<file path="src/hw/rtl/dss_pkg.sv">
`timescale 1ns / 1ps
`default_nettype none
// ----------------------------------------------------------------------------
// dss_pkg
// Shared types and constants for the shortest-seek-first disk scheduler.
// ----------------------------------------------------------------------------
package dss_pkg;

    localparam int MAX_REQUESTS_DEF  = 64;
    localparam int POSITION_BITS_DEF = 16;

    localparam int FIELD_W = 16;   // served_position, seek_distance
    localparam int SUM_W   = 23;   // internal running seek sum
    localparam int TOTAL_W = 22;   // total_seek result field

    typedef enum logic [2:0] {
        ST_IDLE,
        ST_HEAD_RD,
        ST_HEAD_LD,
        ST_SCAN,
        ST_DRAIN,
        ST_EMIT
    } state_t;

    // Control for the nearest-request compare unit
    typedef struct packed {
        logic clear;   // start a new pick
        logic valid;   // candidate on the compare inputs this cycle
    } cmp_ctl_t;

endpackage
`default_nettype wire

</file>
<file path="src/hw/rtl/dss_store.sv">
`timescale 1ns / 1ps
`default_nettype none
// ----------------------------------------------------------------------------
// dss_store
// Request memory: one write port, one read port with registered read data.
// ----------------------------------------------------------------------------
module dss_store #(
    parameter int DEPTH  = 64,
    parameter int WIDTH  = 16,
    parameter int ADDR_W = 6
) (
    input  wire logic              clk,
    input  wire logic              wr_en,
    input  wire logic [ADDR_W-1:0] wr_addr,
    input  wire logic [WIDTH-1:0]  wr_data,
    input  wire logic              rd_en,
    input  wire logic [ADDR_W-1:0] rd_addr,
    output logic      [WIDTH-1:0]  rd_data
);

    logic [WIDTH-1:0] mem [DEPTH];

    always_ff @(posedge clk)
    begin
        if (wr_en)
        begin
            mem[wr_addr] <= wr_data;
        end
    end

    always_ff @(posedge clk)
    begin
        if (rd_en)
        begin
            rd_data <= mem[rd_addr];
        end
    end

endmodule
`default_nettype wire

</file>
<file path="src/hw/rtl/dss_nearest.sv">
`timescale 1ns / 1ps
`default_nettype none
// ----------------------------------------------------------------------------
// dss_nearest
// Shared distance and compare unit: one candidate per cycle, keeps the best.
// ----------------------------------------------------------------------------
module dss_nearest #(
    parameter int POS_W = 16,
    parameter int IDX_W = 6
) (
    input  wire logic                 clk,
    input  wire logic                 rst_n,
    input  wire dss_pkg::cmp_ctl_t    ctl,
    input  wire logic [IDX_W-1:0]     cand_idx,
    input  wire logic [POS_W-1:0]     cand_pos,
    input  wire logic [POS_W-1:0]     head,
    input  wire logic                 skip,
    output logic      [IDX_W-1:0]     best_idx,
    output logic      [POS_W-1:0]     best_pos,
    output logic      [POS_W-1:0]     best_dist
);

    import dss_pkg::*;

    logic             found_reg;
    logic [POS_W-1:0] cand_dist;
    logic             take;

    assign cand_dist = (head >= cand_pos) ? (head - cand_pos) : (cand_pos - head);
    // strict less-than: an earlier entry wins a tie
    assign take = ctl.valid && !skip && (!found_reg || (cand_dist < best_dist));

    always_ff @(posedge clk or negedge rst_n)
    begin
        if (!rst_n)
        begin
            found_reg <= 1'b0;
        end
        else if (ctl.clear)
        begin
            found_reg <= 1'b0;
        end
        else if (take)
        begin
            found_reg <= 1'b1;
        end
    end

    always_ff @(posedge clk)
    begin
        if (!ctl.clear && take)
        begin
            best_dist <= cand_dist;
            best_idx  <= cand_idx;
            best_pos  <= cand_pos;
        end
    end

endmodule
`default_nettype wire

</file>
<file path="src/hw/rtl/disk_seek_sstf_scheduler.sv">
`timescale 1ns / 1ps
`default_nettype none
// ----------------------------------------------------------------------------
// disk_seek_sstf_scheduler
// Shortest-seek-time-first scheduler: load a batch of positions, then serve
// them nearest-first from the first loaded position.
// ----------------------------------------------------------------------------
//  Channel   Handshake               Payload
//  request   start / busy            request_position, last_request
//  result    result_valid (strobe)   served_position, seek_distance,
//                                    total_seek, final_step, overflow_dropped
//
//  A request beat is taken when start is high and busy is low. The beat
//  marked last starts the run: the start head is read from the first entry
//  and loaded, then each of the n picks reads every stored entry in turn
//  through the single read port of the request memory and the shared
//  compare unit, then passes a drain and an emit state. Each result beat
//  shows the cycle after its emit; busy stays high through the last emit.
//  Reset clears all control state; the service mark of each entry lives in
//  the request memory and is cleared as the entry loads, so no clearing pass
//  is needed.
//  The receiver cannot stall: each result beat shows for exactly one cycle.
// ----------------------------------------------------------------------------
module disk_seek_sstf_scheduler #(
    parameter int MAX_REQUESTS  = dss_pkg::MAX_REQUESTS_DEF,
    parameter int POSITION_BITS = dss_pkg::POSITION_BITS_DEF
) (
    input  wire logic                         clk,
    input  wire logic                         rst_n,
    input  wire logic                         start,
    output logic                              busy,
    input  wire logic [dss_pkg::FIELD_W-1:0]  request_position,
    input  wire logic                         last_request,
    output logic                              result_valid,
    output logic      [dss_pkg::FIELD_W-1:0]  served_position,
    output logic      [dss_pkg::FIELD_W-1:0]  seek_distance,
    output logic      [dss_pkg::TOTAL_W-1:0]  total_seek,
    output logic                              final_step,
    output logic                              overflow_dropped
);

    import dss_pkg::*;

    localparam int CNT_W = $clog2(MAX_REQUESTS + 1);
    localparam int IDX_W = $clog2(MAX_REQUESTS);
    localparam int POS_W = POSITION_BITS;

    // sequencer
    state_t state_reg, state_next;

    // batch control
    logic [CNT_W-1:0]        count_reg, count_next;
    logic [CNT_W-1:0]        n_reg, n_next;
    logic [CNT_W-1:0]        scan_reg, scan_next;
    logic [CNT_W-1:0]        pick_reg, pick_next;
    logic                    ovf_reg, ovf_next;
    logic [POS_W-1:0]        head_reg, head_next;
    logic [SUM_W-1:0]        sum_reg, sum_next;

    // compare pipeline (lines up with the registered memory read)
    logic                    pipe_valid_reg, pipe_valid_next;
    logic [IDX_W-1:0]        pipe_idx_reg, pipe_idx_next;

    // result beat
    logic                    res_valid_reg, res_valid_next;
    logic [FIELD_W-1:0]      res_pos_reg, res_pos_next;
    logic [FIELD_W-1:0]      res_dist_reg, res_dist_next;
    logic [TOTAL_W-1:0]      res_total_reg, res_total_next;
    logic                    res_final_reg, res_final_next;
    logic                    res_ovf_reg, res_ovf_next;

    // memory and compare unit hookup; each word is {served mark, position}
    logic                    wr_en;
    logic [IDX_W-1:0]        wr_addr;
    logic [POS_W:0]          wr_data;
    logic                    rd_en;
    logic [IDX_W-1:0]        rd_addr;
    logic [POS_W:0]          rd_data;
    logic [POS_W-1:0]        pos_in;
    cmp_ctl_t                cmp_ctl;
    logic [IDX_W-1:0]        best_idx;
    logic [POS_W-1:0]        best_pos;
    logic [POS_W-1:0]        best_dist;

    logic                    accept;
    logic                    has_room;
    logic [CNT_W-1:0]        last_idx;
    logic [SUM_W-1:0]        sum_step;

    assign busy     = (state_reg != ST_IDLE);
    assign accept   = start && !busy;
    assign has_room = (count_reg < CNT_W'(MAX_REQUESTS));
    assign pos_in   = POS_W'(request_position);
    assign last_idx = n_reg - CNT_W'(1);
    assign sum_step = sum_reg + SUM_W'(best_dist);

    dss_store #(
        .DEPTH  (MAX_REQUESTS),
        .WIDTH  (POS_W + 1),
        .ADDR_W (IDX_W)
    ) u_store (
        .clk     (clk),
        .wr_en   (wr_en),
        .wr_addr (wr_addr),
        .wr_data (wr_data),
        .rd_en   (rd_en),
        .rd_addr (rd_addr),
        .rd_data (rd_data)
    );

    dss_nearest #(
        .POS_W (POS_W),
        .IDX_W (IDX_W)
    ) u_nearest (
        .clk       (clk),
        .rst_n     (rst_n),
        .ctl       (cmp_ctl),
        .cand_idx  (pipe_idx_reg),
        .cand_pos  (rd_data[POS_W-1:0]),
        .head      (head_reg),
        .skip      (rd_data[POS_W]),
        .best_idx  (best_idx),
        .best_pos  (best_pos),
        .best_dist (best_dist)
    );

    // Next state
    always_comb
    begin
        state_next = state_reg;
        unique case (state_reg)
            ST_IDLE:
            begin
                if (accept && last_request)
                begin
                    state_next = ST_HEAD_RD;
                end
            end
            ST_HEAD_RD: state_next = ST_HEAD_LD;
            ST_HEAD_LD: state_next = ST_SCAN;
            ST_SCAN:
            begin
                if (scan_reg == last_idx)
                begin
                    state_next = ST_DRAIN;
                end
            end
            ST_DRAIN:   state_next = ST_EMIT;
            ST_EMIT:
            begin
                if (pick_reg == last_idx)
                begin
                    state_next = ST_IDLE;
                end
                else
                begin
                    state_next = ST_SCAN;
                end
            end
            default:    state_next = ST_IDLE;
        endcase
    end

    // Datapath and control outputs
    always_comb
    begin
        count_next      = count_reg;
        n_next          = n_reg;
        scan_next       = scan_reg;
        pick_next       = pick_reg;
        ovf_next        = ovf_reg;
        head_next       = head_reg;
        sum_next        = sum_reg;
        pipe_valid_next = 1'b0;
        pipe_idx_next   = pipe_idx_reg;
        res_valid_next  = 1'b0;
        res_pos_next    = res_pos_reg;
        res_dist_next   = res_dist_reg;
        res_total_next  = res_total_reg;
        res_final_next  = res_final_reg;
        res_ovf_next    = res_ovf_reg;
        wr_en           = 1'b0;
        wr_addr         = count_reg[IDX_W-1:0];
        wr_data         = {1'b0, pos_in};
        rd_en           = 1'b0;
        rd_addr         = scan_reg[IDX_W-1:0];
        cmp_ctl.clear   = 1'b0;
        cmp_ctl.valid   = pipe_valid_reg;

        unique case (state_reg)
            ST_IDLE:
            begin
                if (accept)
                begin
                    // store the beat with its mark clear while room is left,
                    // else drop and flag it
                    if (has_room)
                    begin
                        wr_en      = 1'b1;
                        count_next = count_reg + CNT_W'(1);
                    end
                    else
                    begin
                        ovf_next = 1'b1;
                    end
                    if (last_request)
                    begin
                        n_next   = has_room ? (count_reg + CNT_W'(1)) : count_reg;
                        sum_next = '0;
                    end
                end
            end
            ST_HEAD_RD:
            begin
                // first loaded entry is the starting head
                rd_en   = 1'b1;
                rd_addr = '0;
            end
            ST_HEAD_LD:
            begin
                head_next     = rd_data[POS_W-1:0];
                scan_next     = '0;
                pick_next     = '0;
                cmp_ctl.clear = 1'b1;
            end
            ST_SCAN:
            begin
                // issue one read a cycle; compare lands in the cycle after the read
                rd_en           = 1'b1;
                pipe_valid_next = 1'b1;
                pipe_idx_next   = scan_reg[IDX_W-1:0];
                scan_next       = scan_reg + CNT_W'(1);
            end
            ST_DRAIN:
            begin
                // last candidate is compared this cycle
            end
            ST_EMIT:
            begin
                // mark the winner served in its memory word
                wr_en          = 1'b1;
                wr_addr        = best_idx;
                wr_data        = {1'b1, best_pos};
                head_next      = best_pos;
                sum_next       = sum_step;
                res_valid_next = 1'b1;
                res_pos_next   = FIELD_W'(best_pos);
                res_dist_next  = FIELD_W'(best_dist);
                res_total_next = sum_step[TOTAL_W-1:0];
                res_final_next = (pick_reg == last_idx);
                res_ovf_next   = ovf_reg;
                pick_next      = pick_reg + CNT_W'(1);
                scan_next      = '0;
                cmp_ctl.clear  = 1'b1;
                if (pick_reg == last_idx)
                begin
                    // drop batch state, keep the head where it ended
                    count_next = '0;
                    sum_next   = '0;
                    ovf_next   = 1'b0;
                end
            end
            default:
            begin
            end
        endcase
    end

    always_ff @(posedge clk or negedge rst_n)
    begin
        if (!rst_n)
        begin
            state_reg      <= ST_IDLE;
            count_reg      <= '0;
            n_reg          <= '0;
            scan_reg       <= '0;
            pick_reg       <= '0;
            ovf_reg        <= 1'b0;
            head_reg       <= '0;
            sum_reg        <= '0;
            pipe_valid_reg <= 1'b0;
            res_valid_reg  <= 1'b0;
        end
        else
        begin
            state_reg      <= state_next;
            count_reg      <= count_next;
            n_reg          <= n_next;
            scan_reg       <= scan_next;
            pick_reg       <= pick_next;
            ovf_reg        <= ovf_next;
            head_reg       <= head_next;
            sum_reg        <= sum_next;
            pipe_valid_reg <= pipe_valid_next;
            res_valid_reg  <= res_valid_next;
        end
    end

    // payload registers: no reset
    always_ff @(posedge clk)
    begin
        pipe_idx_reg  <= pipe_idx_next;
        res_pos_reg   <= res_pos_next;
        res_dist_reg  <= res_dist_next;
        res_total_reg <= res_total_next;
        res_final_reg <= res_final_next;
        res_ovf_reg   <= res_ovf_next;
    end

    assign result_valid     = res_valid_reg;
    assign served_position  = res_pos_reg;
    assign seek_distance    = res_dist_reg;
    assign total_seek       = res_total_reg;
    assign final_step       = res_final_reg;
    assign overflow_dropped = res_ovf_reg;

endmodule
`default_nettype wire
</file>
<file path="config.mk">
export PLATFORM = sky130hd
export DESIGN_NAME = disk_seek_sstf_scheduler
export DESIGN_NICKNAME = d
export VERILOG_FILES = /design/src/hw/rtl/dss_pkg.sv /design/src/hw/rtl/dss_store.sv /design/src/hw/rtl/dss_nearest.sv /design/src/hw/rtl/disk_seek_sstf_scheduler.sv
export SDC_FILE = /design/constraint.sdc
export NUM_CORES = 2
export LEC_CHECK = 0
export BUFFER_PORTS_ARGS = -buffer_cell sky130_fd_sc_hd__buf_2
export CAP_MARGIN = 20
export CORE_UTILIZATION = 40
export DETAILED_ROUTE_END_ITERATION = 8
export PLACE_DENSITY = 0.53
export SYNTH_ARGS = -nofsm -noshare
export SYNTH_HDL_FRONTEND = slang
export SYNTH_HIERARCHICAL = 1
export SYNTH_SLANG_ARGS = --single-unit
</file>
<file path="constraint.sdc">
create_clock -name clk -period 12.05 [get_ports clk]
set_clock_uncertainty 0.05 [all_clocks]
set_input_delay 3.615 -clock clk [delete_from_list [all_inputs] [get_ports clk]]
set_output_delay 3.615 -clock clk [all_outputs]
set_load 0.005 [all_outputs]
</file>
==> flow_summary.ini <==
[run_status]
status = finished clean

[synth]
synth_most_common_cell = edfxtp_1
synth_cells = 2889
yosys_warnings = 6
avgSynthCellArea_um2 = 18.12
yosysTopAreaCell = edfxtp_1
syn_nets = 2978
seq_area_frac_synth_pct = 72.63
synth-async-reset-ratio_pct = 5.712
synth_top_area_share_pct = 69.14
synth_area_um2 = 52340
synth-seq-cells = 1278
synth_area_leaders = edfxtp_1 (69%), mux4_2 (9.3%), dfrtp_1 (3.5%)
ys_types = 79
ys_top_cells_by_count = edfxtp_1 (1205), mux4_2 (216), mux2i_1 (159)
synth-edff-count = 1205
synth_ff_type = edfxtp_1

[clock_tree]
clockBufferDepth = 3
clkTransAtPathRegs_ns = 0.06
clock_latency_ns = 0.77
cts_tree = built
numCtsBuffers = 136
cts_sinks = 1278
holdBufCountCts = 0
htree_num_levels = 4
cts-resized-gates = 0
post-cts-setup-buffers = 0
clock-root-buffer = clkbuf_16

[finish]
fin_cells = 4905
layout-drive-gt1-share_pct = 20.34
utilization_pct = 45.82
synthToLayoutAreaGrowth_pct = 13.50
final_nets = 3145
largest_register_ff_count = 1088

[critical_path]
startpoint_type = input port
required_ns = 12.38
cpMostUsedCell = nand2_1
cp_max_fo = 17
setup.worst_path.end_class = flip-flop
max_stage_delay_ns = 0.99
crit_chain = buf_2 -> nand2_1 -> o21ai_0 -> clkbuf_4 -> nor2b_1 -> nand2_1 -> nor2_2
cp_slowest_cell = nor2_2
arrival_ns = 6.15
critPathKind = in -> reg

[grt]
grt-ovfl-total = 0
grt_pass1_wl_um = 191300
grt_start_max_net_pins = 121
antenna_found_initial = 1
grt_pass1_vias = 27720
grt_util_all_layers_pct = 19.93

[routing]
ant_nets = 0
drt-total-wl_um = 131000
viasPerCell = 5.568
drcViolationCount = 0
wire_per_inst_um = 26.71
vias = 27310
first_pass_iters = 5
drt_iter0_drc = 2644

[pwr]
cellPowerDensity_nw_per_um2 = 234.2
peakVddDrop_mv = 0.1887
p_leak_nw = 19.58

[placement]
portBuffers = 77
hpwl_um = 80480
gp_congestion = 0.8630
place_inst = 4656
post-place-ws_ns = 4.741

[floorplan]
die_w_um = 363.7
fp.dieH_um = 363.7
die_area_um2 = 132300
ios = 78
row_count = 132
start_util_pct = 40.37
coreArea_um2 = 129600

[sta]
relSlewSlack_pct = 25.30
fin_crit_sh_pct = 48.36
finalSetupViolCount = 0
fin_ws_ns = 6.222
rsz0062_at_grt = false
hold_violations = 0
setup_tns_ns = 0
timing.final.crit_period_ns = 5.828
clock.fmax_ghz = 0.1716
worst_slew_pin_slew_ns = 1.118
slew_viol_final = 0

[job]
cap_viol_max_count = 0

[worst_hold_path]
hold_class = reg -> reg
power by group:
part           leakage (nW)  switching (W)  internal [W]
Clock                  2.15        0.00173       0.00242
Combinational          5.61        0.00252       0.00161
Sequential             11.8       0.000237       0.00540
worst paths after layout:
| kind | from | to | slack, ns | cells after the start |
|---|---|---|---|---|
| worst max-delay path | start | u_store/mem[4][8]$_DFFE_PP_ | 6.22 | 7 |
| worst min-delay path | pipe_idx_reg[1]$_DFFE_PP_ | u_nearest/best_idx[1]$_DFFE_PP_ | 0.37 | 0 |
| worst max register to register | state_reg[0]$_DFFE_PN0P_ | u_store/rd_data[9]$_DFFE_PP_ | 6.32 | 11 |
| worst min register to register | pipe_idx_reg[1]$_DFFE_PP_ | u_nearest/best_idx[1]$_DFFE_PP_ | 0.37 | 0 |
| max in group asynchronous | rst_n | sum_reg[0]$_DFFE_PN0P_ | 8.70 | 2 |
| min in group asynchronous | rst_n | result_valid$_DFF_PN0_ | 2.66 | 1 |
final cells by class:
type                            instances  area, um^2
Tap cell                             1742        2180
Timing Repair Buffer                  178        1215
Inverter                               80       305.3
Fill cell                           10920       70240
Clock inverter                         79       818.3
Antenna cell                            1       2.502
Clock buffer                          165        3607
Sequential cell                      1278       38010
Multi-Input combinational cell       1382       13270
per-layer routing:
layer / vias up / share of wire (%) / global-route usage [%]
li1: 11930 / - / -
met1: 14370 / 43 / 27.19
met2: 825 / 49 / 32.84
met3: 189 / 5.4 / 3.098
met4: 0 / 2.6 / 6.230
met5: - / 0 / 0
kinds of logic (layout without fill, tap and decap cells):
group           after synthesis  after routing  share of synthesized area, %
other cells                   0              1                             0
fa+ha+maj                    69             69                         1.693
flops                      1278           1278                         72.63
compound gates              396            396                         5.417
simple gates                470            470                         4.274
xor+xnor                     59             59                         1.093
buf+inv                     229            502                         2.283
mux                         388            388                         12.62
cell usage in the layout, fill, tap and decap left out, types with 36 or more instances in the layout:
cell type     n
mux2i_1     159
mux4_2      216
ha_1         66
a22oi_1      64
clkinv_1     39
nor2_1      139
inv_1        78
a21oi_1      65
a221oi_1     43
dfrtp_1      73
nand2_1     125
edfxtp_1   1205
nand3_1      36
o21ai_0      54
buf_2        76
buf_4        96
clkbuf_16   140
stage by stage:
| stage | power, W | hold slack, ns | instance area, um^2 |
|---|---|---|---|
| floorplan | 0.008640 | 0.3503 | 52340 |
| global placement | 0.009819 | 0.3573 | 54900 |
| detailed placement | 0.009894 | 0.3583 | 54910 |
| CTS | 0.01405 | 0.3718 | 59330 |
| global route | 0.01457 | 0.3850 | 59400 |
| finish | 0.01391 | 0.3706 | 59410 |
critical path, delay by kind of cell:
kind,cells,cell delay [ns]
compound gates,1,0.23
buf+inv,2,0.38
simple gates,4,1.92
Note: power is estimated with default switching activity, not from simulation.
